==> config.mk <==
export PLATFORM = sky130hd
export DESIGN_NAME = motion_time_scaling_profile
export DESIGN_NICKNAME = d
export VERILOG_FILES = /design/src/rtl/mts_pkg.sv /design/src/rtl/mts_coef.sv /design/src/rtl/mts_pipe.sv /design/src/rtl/motion_time_scaling_profile.sv
export SDC_FILE = /design/constraint.sdc
export NUM_CORES = 2
export LEC_CHECK = 0
export ABC_AREA = 1
export BUFFER_PORTS_ARGS = -buffer_cell sky130_fd_sc_hd__buf_4
export CAP_MARGIN = 15
export CORE_UTILIZATION = 35
export CTS_CLUSTER_SIZE = 12
export DETAILED_ROUTE_END_ITERATION = 16
export PLACE_DENSITY = 0.55
export REMOVE_ABC_BUFFERS = 1
export SLEW_MARGIN = 0
export SYNTH_ARGS = -nofsm -noshare
export SYNTH_HDL_FRONTEND = slang
export SYNTH_SLANG_ARGS = --single-unit
==> constraint.sdc <==
create_clock -name clk -period 8.4 [get_ports clk]
set_clock_uncertainty 0.15 [all_clocks]
set_input_delay 0.42 -clock clk [delete_from_list [all_inputs] [get_ports clk]]
set_output_delay 0.42 -clock clk [all_outputs]
set_load 0.02 [all_outputs]
==> src/rtl/mts_pkg.sv <==
package mts_pkg;

  // Fixed-point format and field widths
  localparam int FRAC_BITS  = 16;
  localparam int PHASE_W    = 19;
  localparam int POS_W      = 17;
  localparam int RATIO_W    = 17;
  localparam int MODE_W     = 2;
  localparam int CFG_IDX_W  = 1;
  localparam int CFG_DATA_W = 17;

  // Internal widths
  localparam int T_W   = FRAC_BITS + 1;      // clamped phase, 0..ONE
  localparam int TA_W  = FRAC_BITS;          // clamped acceleration ratio
  localparam int VM_W  = FRAC_BITS + 1;      // cruise velocity, below 2*ONE
  localparam int K_W   = FRAC_BITS + 7;      // ramp curvature vm/(2*ta)
  localparam int M_W   = T_W + 1;            // 2t - ta
  localparam int C_W   = FRAC_BITS + 5;      // quintic inner polynomial
  localparam int P_W   = T_W + K_W;          // shared multiplier product
  localparam int R_W   = P_W + 1 - FRAC_BITS;
  localparam int MJ_W  = T_W + C_W;
  localparam int DIV_W = 2 * FRAC_BITS + 2;  // divider dividend / quotient
  localparam int DVS_W = FRAC_BITS + 1;      // divider divisor
  localparam int CNT_W = $clog2(DIV_W);

  localparam longint ONE_I   = longint'(1) << FRAC_BITS;
  localparam longint HALF_I  = longint'(1) << (FRAC_BITS - 1);
  localparam longint TA_LO_I = (ONE_I * 1 + 50) / 100;
  localparam longint TA_HI_I = (ONE_I * 49 + 50) / 100;
  localparam longint ACCEL_RESET_I = 16384;

  localparam logic [T_W-1:0]  ONE   = T_W'(ONE_I);
  localparam logic [TA_W-1:0] TA_LO = TA_W'(TA_LO_I);
  localparam logic [TA_W-1:0] TA_HI = TA_W'(TA_HI_I);
  localparam logic [TA_W-1:0] TA_RESET =
    (ACCEL_RESET_I < TA_LO_I) ? TA_LO :
    (ACCEL_RESET_I > TA_HI_I) ? TA_HI : TA_W'(ACCEL_RESET_I);
  localparam logic [C_W-1:0]  C_TEN = C_W'(10 * ONE_I);

  // Profile modes; the unused code runs as linear
  localparam logic [MODE_W-1:0] MODE_LINEAR    = 2'd0;
  localparam logic [MODE_W-1:0] MODE_MIN_JERK  = 2'd1;
  localparam logic [MODE_W-1:0] MODE_TRAPEZOID = 2'd2;

  // Register indexes
  localparam logic [CFG_IDX_W-1:0] CFG_PROFILE_MODE = 1'b0;
  localparam logic [CFG_IDX_W-1:0] CFG_RAMP_RATIO   = 1'b1;

  // Trapezoid segment of a phase
  typedef enum logic [1:0] {
    RG_RAMP_UP,
    RG_CRUISE,
    RG_RAMP_DOWN
  } region_t;

  // Coefficient sequencer states
  typedef enum logic [2:0] {
    CS_LOAD_VM,
    CS_DIV_VM,
    CS_LOAD_K,
    CS_DIV_K,
    CS_STORE_K,
    CS_IDLE
  } coef_state_t;

  // Trapezoid coefficients handed to the datapath
  typedef struct packed {
    logic [TA_W-1:0] ta;
    logic [VM_W-1:0] vm;
    logic [K_W-1:0]  k;
  } coef_t;

endpackage

==> src/rtl/mts_coef.sv <==
module mts_coef (
  input  logic                              clk,
  input  logic                              rst_n,
  input  logic                              ratio_we,
  input  logic [mts_pkg::RATIO_W-1:0]       ratio_data,
  output mts_pkg::coef_t                    coef,
  output logic                              busy
);

  localparam int DIV_W = mts_pkg::DIV_W;
  localparam int DVS_W = mts_pkg::DVS_W;

  mts_pkg::coef_state_t state_r, state_nxt;

  logic [mts_pkg::TA_W-1:0]  ta_r, ta_nxt;
  logic [mts_pkg::VM_W-1:0]  vm_r;
  logic [mts_pkg::K_W-1:0]   k_r;
  logic [DIV_W-1:0]          dvd_r;
  logic [DVS_W-1:0]          dvs_r;
  logic [DVS_W-1:0]          rem_r;
  logic [mts_pkg::CNT_W-1:0] cnt_r;

  logic [DVS_W:0]   rem_sh;
  logic [DVS_W:0]   rem_step;
  logic             rem_ge;
  logic             last_step;
  logic [DVS_W-1:0] den;
  logic [DIV_W-1:0] vm_dvd;
  logic [DIV_W-1:0] k_dvd;

  // Clamp the written ratio to the legal acceleration window
  always_comb begin
    if (ratio_data < mts_pkg::RATIO_W'(mts_pkg::TA_LO)) begin
      ta_nxt = mts_pkg::TA_LO;
    end else if (ratio_data > mts_pkg::RATIO_W'(mts_pkg::TA_HI)) begin
      ta_nxt = mts_pkg::TA_HI;
    end else begin
      ta_nxt = ratio_data[mts_pkg::TA_W-1:0];
    end
  end

  // Restoring divide step, one quotient bit per cycle
  assign rem_sh    = {rem_r, dvd_r[DIV_W-1]};
  assign rem_ge    = rem_sh >= {1'b0, dvs_r};
  assign rem_step  = rem_ge ? rem_sh - {1'b0, dvs_r} : rem_sh;
  assign last_step = cnt_r == mts_pkg::CNT_W'(DIV_W - 1);

  // vm = round(ONE*ONE / (ONE - ta)); k = round(vm*ONE / (2*ta))
  assign den    = mts_pkg::ONE - DVS_W'(ta_r);
  assign vm_dvd = (DIV_W'(1) << (2 * mts_pkg::FRAC_BITS)) + DIV_W'(den >> 1);
  assign k_dvd  = (DIV_W'(dvd_r[mts_pkg::VM_W-1:0]) << mts_pkg::FRAC_BITS) + DIV_W'(ta_r);

  // Sequence the two divisions; a ratio write restarts them
  always_comb begin
    state_nxt = state_r;
    unique case (state_r)
      mts_pkg::CS_LOAD_VM: state_nxt = mts_pkg::CS_DIV_VM;
      mts_pkg::CS_DIV_VM: begin
        if (last_step) state_nxt = mts_pkg::CS_LOAD_K;
      end
      mts_pkg::CS_LOAD_K: state_nxt = mts_pkg::CS_DIV_K;
      mts_pkg::CS_DIV_K: begin
        if (last_step) state_nxt = mts_pkg::CS_STORE_K;
      end
      mts_pkg::CS_STORE_K: state_nxt = mts_pkg::CS_IDLE;
      mts_pkg::CS_IDLE:    state_nxt = mts_pkg::CS_IDLE;
      default:             state_nxt = mts_pkg::CS_IDLE;
    endcase
    if (ratio_we) state_nxt = mts_pkg::CS_LOAD_VM;
    busy = state_r != mts_pkg::CS_IDLE;
  end

  always_ff @(posedge clk) begin
    if (!rst_n) begin
      state_r <= mts_pkg::CS_LOAD_VM;
      ta_r    <= mts_pkg::TA_RESET;
    end else begin
      state_r <= state_nxt;
      if (ratio_we) ta_r <= ta_nxt;
    end
  end

  // Divider datapath
  always_ff @(posedge clk) begin
    case (state_r) inside
      mts_pkg::CS_LOAD_VM: begin
        dvd_r <= vm_dvd;
        dvs_r <= den;
        rem_r <= '0;
        cnt_r <= '0;
      end
      mts_pkg::CS_DIV_VM, mts_pkg::CS_DIV_K: begin
        dvd_r <= {dvd_r[DIV_W-2:0], rem_ge};
        rem_r <= rem_step[DVS_W-1:0];
        cnt_r <= cnt_r + 1'b1;
      end
      mts_pkg::CS_LOAD_K: begin
        vm_r  <= dvd_r[mts_pkg::VM_W-1:0];
        dvd_r <= k_dvd;
        dvs_r <= {ta_r, 1'b0};
        rem_r <= '0;
        cnt_r <= '0;
      end
      mts_pkg::CS_STORE_K: begin
        k_r <= dvd_r[mts_pkg::K_W-1:0];
      end
      default: begin
      end
    endcase
  end

  assign coef.ta = ta_r;
  assign coef.vm = vm_r;
  assign coef.k  = k_r;

endmodule

==> src/rtl/mts_pipe.sv <==
module mts_pipe (
  input  logic                                clk,
  input  logic                                rst_n,
  input  logic                                in_valid,
  input  logic signed [mts_pkg::PHASE_W-1:0]  in_phase,
  input  logic [mts_pkg::MODE_W-1:0]          mode,
  input  mts_pkg::coef_t                      coef,
  output logic                                out_valid,
  output logic [mts_pkg::POS_W-1:0]           out_position
);

  localparam int FB   = mts_pkg::FRAC_BITS;
  localparam int T_W  = mts_pkg::T_W;
  localparam int K_W  = mts_pkg::K_W;
  localparam int M_W  = mts_pkg::M_W;
  localparam int C_W  = mts_pkg::C_W;
  localparam int P_W  = mts_pkg::P_W;
  localparam int R_W  = mts_pkg::R_W;
  localparam int MJ_W = mts_pkg::MJ_W;

  // Stage 1: clamp and segment
  logic [T_W-1:0]           s1_t_nxt;
  mts_pkg::region_t         s1_rg_nxt;
  logic                     s1_v_r;
  logic [mts_pkg::MODE_W-1:0] s1_mode_r;
  mts_pkg::region_t         s1_rg_r;
  logic [T_W-1:0]           s1_t_r;

  // Stage 2: square
  logic [T_W-1:0]           s2_u;
  logic [2*T_W-1:0]         s2_sq_full;
  logic [2*T_W-1:0]         s2_sq_sum;
  logic [T_W-1:0]           s2_sq_nxt;
  logic [M_W-1:0]           s2_m_nxt;
  logic                     s2_v_r;
  logic [mts_pkg::MODE_W-1:0] s2_mode_r;
  mts_pkg::region_t         s2_rg_r;
  logic [T_W-1:0]           s2_t_r;
  logic [T_W-1:0]           s2_sq_r;
  logic [M_W-1:0]           s2_m_r;

  // Stage 3: shared multiply and quintic polynomial
  logic                     s3_is_mj;
  logic                     s3_cruise;
  logic [T_W-1:0]           s3_mul_a;
  logic [K_W-1:0]           s3_mul_b;
  logic [P_W-1:0]           s3_prod;
  logic [P_W:0]             s3_rnd_sum;
  logic [R_W-1:0]           s3_res_nxt;
  logic [C_W-1:0]           s3_pos;
  logic [C_W-1:0]           s3_neg;
  logic [C_W-1:0]           s3_c_nxt;
  logic                     s3_v_r;
  logic [mts_pkg::MODE_W-1:0] s3_mode_r;
  mts_pkg::region_t         s3_rg_r;
  logic [T_W-1:0]           s3_t_r;
  logic [R_W-1:0]           s3_res_r;
  logic [C_W-1:0]           s3_c_r;

  // Stage 4: final product, select and saturate
  logic [MJ_W-1:0]          s4_mj_prod;
  logic [MJ_W:0]            s4_mj_sum;
  logic [R_W-1:0]           s4_mj;
  logic [R_W-1:0]           s4_down;
  logic [R_W-1:0]           s4_s;
  logic [mts_pkg::POS_W-1:0] pos_nxt;
  logic                     out_valid_r;
  logic [mts_pkg::POS_W-1:0] out_pos_r;

  // Clamp phase to 0..ONE and find the trapezoid segment
  always_comb begin
    if (in_phase[mts_pkg::PHASE_W-1]) begin
      s1_t_nxt = '0;
    end else if (in_phase[mts_pkg::PHASE_W-2:0] > (mts_pkg::PHASE_W-1)'(mts_pkg::ONE_I)) begin
      s1_t_nxt = mts_pkg::ONE;
    end else begin
      s1_t_nxt = in_phase[T_W-1:0];
    end
    if (s1_t_nxt <= T_W'(coef.ta)) begin
      s1_rg_nxt = mts_pkg::RG_RAMP_UP;
    end else if (s1_t_nxt <= mts_pkg::ONE - T_W'(coef.ta)) begin
      s1_rg_nxt = mts_pkg::RG_CRUISE;
    end else begin
      s1_rg_nxt = mts_pkg::RG_RAMP_DOWN;
    end
  end

  // Square t (or ONE - t past the ramp up in trapezoid mode) and form 2t - ta
  assign s2_u = (s1_mode_r == mts_pkg::MODE_TRAPEZOID && s1_rg_r != mts_pkg::RG_RAMP_UP)
                ? mts_pkg::ONE - s1_t_r : s1_t_r;
  assign s2_sq_full = (2*T_W)'(s2_u) * (2*T_W)'(s2_u);
  assign s2_sq_sum  = s2_sq_full + (2*T_W)'(mts_pkg::HALF_I);
  assign s2_sq_nxt  = s2_sq_sum[FB +: T_W];
  assign s2_m_nxt   = {s1_t_r, 1'b0} - M_W'(coef.ta);

  // One multiplier serves t^3, the ramp curvature and the cruise line
  assign s3_is_mj  = s2_mode_r == mts_pkg::MODE_MIN_JERK;
  assign s3_cruise = s2_mode_r == mts_pkg::MODE_TRAPEZOID && s2_rg_r == mts_pkg::RG_CRUISE;
  assign s3_mul_a  = s3_cruise ? T_W'(coef.vm) : s2_sq_r;
  assign s3_mul_b  = s3_is_mj  ? K_W'(s2_t_r) :
                     s3_cruise ? K_W'(s2_m_r) : coef.k;
  assign s3_prod   = P_W'(s3_mul_a) * P_W'(s3_mul_b);
  assign s3_rnd_sum = {1'b0, s3_prod} +
                      (P_W+1)'(s3_cruise ? mts_pkg::ONE_I : mts_pkg::HALF_I);
  assign s3_res_nxt = s3_cruise ? R_W'(s3_rnd_sum[P_W:FB+1]) : s3_rnd_sum[P_W:FB];

  // c = 6*t2 - 15*t + 10, floored at zero
  assign s3_pos   = C_W'({s2_sq_r, 2'b0}) + C_W'({s2_sq_r, 1'b0}) + mts_pkg::C_TEN;
  assign s3_neg   = C_W'({s2_t_r, 4'b0}) - C_W'(s2_t_r);
  assign s3_c_nxt = (s3_pos >= s3_neg) ? s3_pos - s3_neg : '0;

  // Finish the quintic, mirror the ramp down, pick by mode
  assign s4_mj_prod = MJ_W'(s3_res_r[T_W-1:0]) * MJ_W'(s3_c_r);
  assign s4_mj_sum  = {1'b0, s4_mj_prod} + (MJ_W+1)'(mts_pkg::HALF_I);
  assign s4_mj      = R_W'(s4_mj_sum[MJ_W:FB]);
  assign s4_down    = (s3_res_r > R_W'(mts_pkg::ONE_I)) ? '0 : R_W'(mts_pkg::ONE_I) - s3_res_r;

  always_comb begin
    case (s3_mode_r)
      mts_pkg::MODE_MIN_JERK:  s4_s = s4_mj;
      mts_pkg::MODE_TRAPEZOID: s4_s = (s3_rg_r == mts_pkg::RG_RAMP_DOWN) ? s4_down : s3_res_r;
      default:                 s4_s = R_W'(s3_t_r);
    endcase
    if (s4_s > R_W'(mts_pkg::ONE_I)) begin
      pos_nxt = mts_pkg::POS_W'(mts_pkg::ONE_I);
    end else begin
      pos_nxt = s4_s[mts_pkg::POS_W-1:0];
    end
  end

  // Advance valid bits every cycle
  always_ff @(posedge clk) begin
    if (!rst_n) begin
      s1_v_r      <= 1'b0;
      s2_v_r      <= 1'b0;
      s3_v_r      <= 1'b0;
      out_valid_r <= 1'b0;
    end else begin
      s1_v_r      <= in_valid;
      s2_v_r      <= s1_v_r;
      s3_v_r      <= s2_v_r;
      out_valid_r <= s3_v_r;
    end
  end

  // Advance the payload
  always_ff @(posedge clk) begin
    s1_mode_r <= mode;
    s1_rg_r   <= s1_rg_nxt;
    s1_t_r    <= s1_t_nxt;

    s2_mode_r <= s1_mode_r;
    s2_rg_r   <= s1_rg_r;
    s2_t_r    <= s1_t_r;
    s2_sq_r   <= s2_sq_nxt;
    s2_m_r    <= s2_m_nxt;

    s3_mode_r <= s2_mode_r;
    s3_rg_r   <= s2_rg_r;
    s3_t_r    <= s2_t_r;
    s3_res_r  <= s3_res_nxt;
    s3_c_r    <= s3_c_nxt;

    out_pos_r <= pos_nxt;
  end

  assign out_valid    = out_valid_r;
  assign out_position = out_pos_r;

endmodule

==> src/rtl/motion_time_scaling_profile.sv <==
// Normalized trajectory time scaling: phase in, path position out.
//
// Input: a word is taken at each rising edge with start high and busy low.
// in_phase is signed Q16 and is clamped to 0..1.0 before use.
// Output: out_strobe is high for one cycle with out_position (unsigned Q16,
// 0..65536). The receiver cannot stall; every word is presented once.
// A new word may be taken every cycle, through four register stages (clamp,
// square, shared multiply, final multiply and select).
// Configuration: cfg_we writes profile_mode (index 0: linear, minimum jerk,
// trapezoid) or the acceleration ratio (index 1) at the edge. A ratio write
// starts a bit-serial divider that derives the cruise velocity and ramp
// curvature, one quotient bit per cycle; busy is high after the write until
// both coefficients are stored.
// Reset: mode returns to linear and the ratio to 0.25; the same coefficient
// run follows reset, with busy high, and the pipeline is empty.
module motion_time_scaling_profile (
  input  logic                                clk,
  input  logic                                rst_n,
  input  logic                                start,
  output logic                                busy,
  input  logic signed [mts_pkg::PHASE_W-1:0]  in_phase,
  output logic                                out_strobe,
  output logic [mts_pkg::POS_W-1:0]           out_position,
  input  logic                                cfg_we,
  input  logic [mts_pkg::CFG_IDX_W-1:0]       cfg_index,
  input  logic [mts_pkg::CFG_DATA_W-1:0]      cfg_data
);

  logic [mts_pkg::MODE_W-1:0] mode_r;
  logic                       ratio_we;
  logic                       in_valid;
  mts_pkg::coef_t             coef;

  // Hold the profile mode
  always_ff @(posedge clk) begin
    if (!rst_n) begin
      mode_r <= mts_pkg::MODE_LINEAR;
    end else if (cfg_we && cfg_index == mts_pkg::CFG_PROFILE_MODE) begin
      mode_r <= cfg_data[mts_pkg::MODE_W-1:0];
    end
  end

  assign ratio_we = cfg_we && cfg_index == mts_pkg::CFG_RAMP_RATIO;
  assign in_valid = start && !busy;

  mts_coef u_coef (
    .clk        (clk),
    .rst_n      (rst_n),
    .ratio_we   (ratio_we),
    .ratio_data (cfg_data[mts_pkg::RATIO_W-1:0]),
    .coef       (coef),
    .busy       (busy)
  );

  mts_pipe u_pipe (
    .clk          (clk),
    .rst_n        (rst_n),
    .in_valid     (in_valid),
    .in_phase     (in_phase),
    .mode         (mode_r),
    .coef         (coef),
    .out_valid    (out_strobe),
    .out_position (out_position)
  );

  // A strobe always traces back to an accepted word through the pipeline stages
  a_latency: assert property (@(posedge clk) disable iff (!rst_n)
    out_strobe |-> $past(start && !busy, 4))
    else $error("result strobe without matching accepted word");

  // A ratio write must hold off new words while coefficients are rebuilt
  a_ratio_busy: assert property (@(posedge clk) disable iff (!rst_n)
    cfg_we && cfg_index == mts_pkg::CFG_RAMP_RATIO |=> busy)
    else $error("busy not raised after ratio write");

  // Position never leaves 0..1.0
  a_range: assert property (@(posedge clk) disable iff (!rst_n)
    out_strobe |-> out_position <= mts_pkg::POS_W'(mts_pkg::ONE_I))
    else $error("position above full scale");

endmodule

==> qor.yml <==
yosys:
  synth_top_area_share_pct: 31.51
  seq_area_frac_synth_pct: 13.66
  synth_seq_cells: 300
  syn_area_um2: 50630
  synth_edf_count: 91
  syn_inst: 6602
  synth_most_common_cell: "inv_1"
  synthArstFlopShare_pct: 0
  synth_cell_types: 66
  yosysWarnings: 0
  synthTopCellsByCount: "1606 x inv_1, 1518 x nand2_1, 797 x fa_1, 515 x nor2_1, 489 x ha_1"
  synthTopCellsByArea: "fa_1 32%, ha_1 12%, inv_1 12%"
  synth_ff_type: "dfxtp_1"
  syn_area_per_cell_um2: 7.669
  yosysTopAreaCell: "fa_1"
sta:
  hold_viol_final: 0
  tightest_slew_ns: 1.130
  setup_tns_ns: 0
  maxSlewViolCount: 0
  setup_viol: 0
  rsz0062_at_grt: "false"
  fin_crit_sh_pct: 91.74
  period_minus_slack_ns: 7.706
  fmax_mhz: 129.8
  relSlewSlack_pct: 24.59
cts:
  cts_buffers: 37
  ctsHtreeMaxLevel: 2
  path_clk_slew_ns: 0.06
  clk_latency_ns: 0.57
  cts.sinks: 300
  cts_root_buf: "clkbuf_16"
  ctsHoldBuffers: 21
  cts_tree: "built"
  cts_buffer_depth: 3
  cts_resized: 0
  cts_setup_buffers: 0
drt:
  drc: 0
  routed_wl_um: 154300
  drtPass1Iterations: 5
  viasPerCell: 4.855
  vias: 41440
  drt.antenna.violating_nets: 0
  drt-wirelength-per-cell_um: 18.08
  drt-initial-drc-count: 2586
layout:
  design_area_um2: 54830
  drive_gt1_share_pct: 4.839
  nNetsFinal: 7932
  fillers: 15090
  syn2layout_area_growth_pct: 8.291
  diodes: 0
outcome:
  outcome: "finished clean"
floorplan:
  start_util_pct: 35.29
  rows: 139
  ios: 60
  die_h_um: 382.3
  dieArea_um2: 146200
  coreArea_um2: 143500
  die_x_um: 382.3
setup_path:
  slowest_stage: "fa_1"
  worst-setup-path-type: "reg2reg"
  reg2reg_slack_ns: 0.69
  timing.critical_path.arrival_ns: 8.00
  worstSetupEndpointType: "register"
  cp-start-kind: "register"
  crit_top_cell: "nand2_1"
  slowest_delay_ns: 0.54
  cp.required_ns: 8.70
  cp_max_fo: 46
power:
  p_clk_share_pct: 8.4
  switchingPower_uw: 11660
  powerDensity_nw_per_um2: 363.7
  p_int_uw: 8280
  seqPwrFrac_pct: 11.2
  leakage_uw: 0.02905
  ir_drop_mv: 0.5687
  swShare_pct: 58.48
  combPwrFrac_pct: 80.4
job:
  maxCapViolCount: 0
global_routing:
  grt_pass1_wl_um: 242000
  grt_usage_pct: 21.17
  overflow: 0
  grt_max_degree: 57
  antenna_found_initial: 2
  grt_pass1_vias: 42760
placement:
  gp_congestion: 0.9376
  place_area_um2: 53330
  dp_hpwl_um: 129700
  port_buffers: 59
hold_path:
  min_path_type: "in2reg"
-- worst max-delay path: cells and delay by family (launching register included) --
| family | cells | cell delay (ns) |
|---|---|---|
| and+or+nand+nor | 12 | 2.16 |
| AOI/OAI and AO/OA | 3 | 0.53 |
| DFF | 1 | 0.34 |
| adders and majority gates | 7 | 3.25 |
| buffers and inverters | 5 | 1.09 |
-- cell type report --
class	instances	area (µm²)	area share (%)
Sequential cell	300	6917	12.62
Multi-Input combinational cell	4473	36840	67.20
Timing Repair Buffer	167	1313	2.394
Tap cell	1903	2381	4.343
Inverter	1626	6103	11.13
Clock buffer	50	1066	1.944
Clock inverter	17	205.2	0.3743
-- metal layers --
layer / track usage (%) / up-vias / part of all wire, %
met5: 0 / - / 0
met4: 6.437 / 0 / 3.4
met3: 1.536 / 216 / 4.1
met2: 36.79 / 987 / 48
met1: 27.98 / 20420 / 44
li1: - / 19820 / -
-- kinds of logic after synthesis --
family / Yosys count / synth area share [%]
buf+inv: 1829 / 13.69
xor+xnor: 136 / 2.353
simple gates: 2435 / 19.80
flops: 300 / 13.66
mux: 4 / 0.07908
compound gates: 612 / 6.818
fa+ha+maj: 1286 / 43.60
-- flip-flops by register name, indices dropped and copies added (netlist names), 3 cells and up --
signal               count
u_coef.dvd_r            34
u_pipe.s3_res_r         25
u_coef.k_r              23
u_pipe.s3_c_r           21
u_pipe.s2_m_r           18
u_coef.dvs_r            17
u_coef.rem_r            17
u_coef.vm_r             17
u_pipe.out_position     17
u_pipe.s1_t_r           17
u_pipe.s2_sq_r          17
u_pipe.s2_t_r           17
u_pipe.s3_t_r           17
u_coef.ta_r             16
u_coef.cnt_r             6
u_coef.state_r           3
-- path summary, 6_finish.rpt --
path	from	end	cells past startpoint
max	u_pipe.s2_mode_r[0]	u_pipe.s3_res_r[19]	27
min reg2reg	u_pipe.s1_rg_r[0]	u_pipe.s2_rg_r[0]	0
max reg2reg	u_pipe.s2_mode_r[0]	u_pipe.s3_res_r[19]	27
min	cfg_data[0]	mode_r[0]	3
-- through the flow --
stage | utilization [%] | power [µW] | setup slack (ns) | hold slack [ns] | cells
global placement | 37.17 | 18250 | 0.7094 | 0.1890 | 8447
CTS | 38.20 | 20150 | 0.6880 | 0.0001729 | 8535
floorplan | - | 13460 | 0.3585 | 0.1759 | 6399
global route | 38.21 | 22120 | 0.1526 | 0.004331 | 8536
detailed placement | 37.17 | 18320 | 0.7175 | 0.1893 | 8447
finish | 38.21 | 19940 | 0.6941 | 0.01419 | 8536
-- cell usage in the layout, fill, tap and decap left out, types with 16 or more instances in the layout --
cell and count:
clkbuf_16 38, nor2_2 16, a21oi_1 246, dfxtp_1 209, nor2_1 512, dlygate4sd3_1 21
o21ai_0 176, nor3_1 41, nand4_1 38, nand2_1 1518, xnor2_1 47, buf_4 145
a21o_1 16, xor2_1 89, nand3_1 196, edfxtp_1 91, o21ai_1 31, or2_2 21
o211ai_1 17, ha_1 489, fa_1 797, inv_1 1606, a31oi_1 22, o21a_1 17
nand3b_1 17
-- power by group through the flow --
stage,combinational (µW),clock [µW],sequential [µW]
final,16000,1670,2240
after global routing,18100,1750,2250
after CTS,16200,1690,2230
after detailed placement,16100,0,2260
after global placement,16000,0,2260
after floorplan,11400,0,2110
Note: power is estimated with default switching activity, not from simulation.
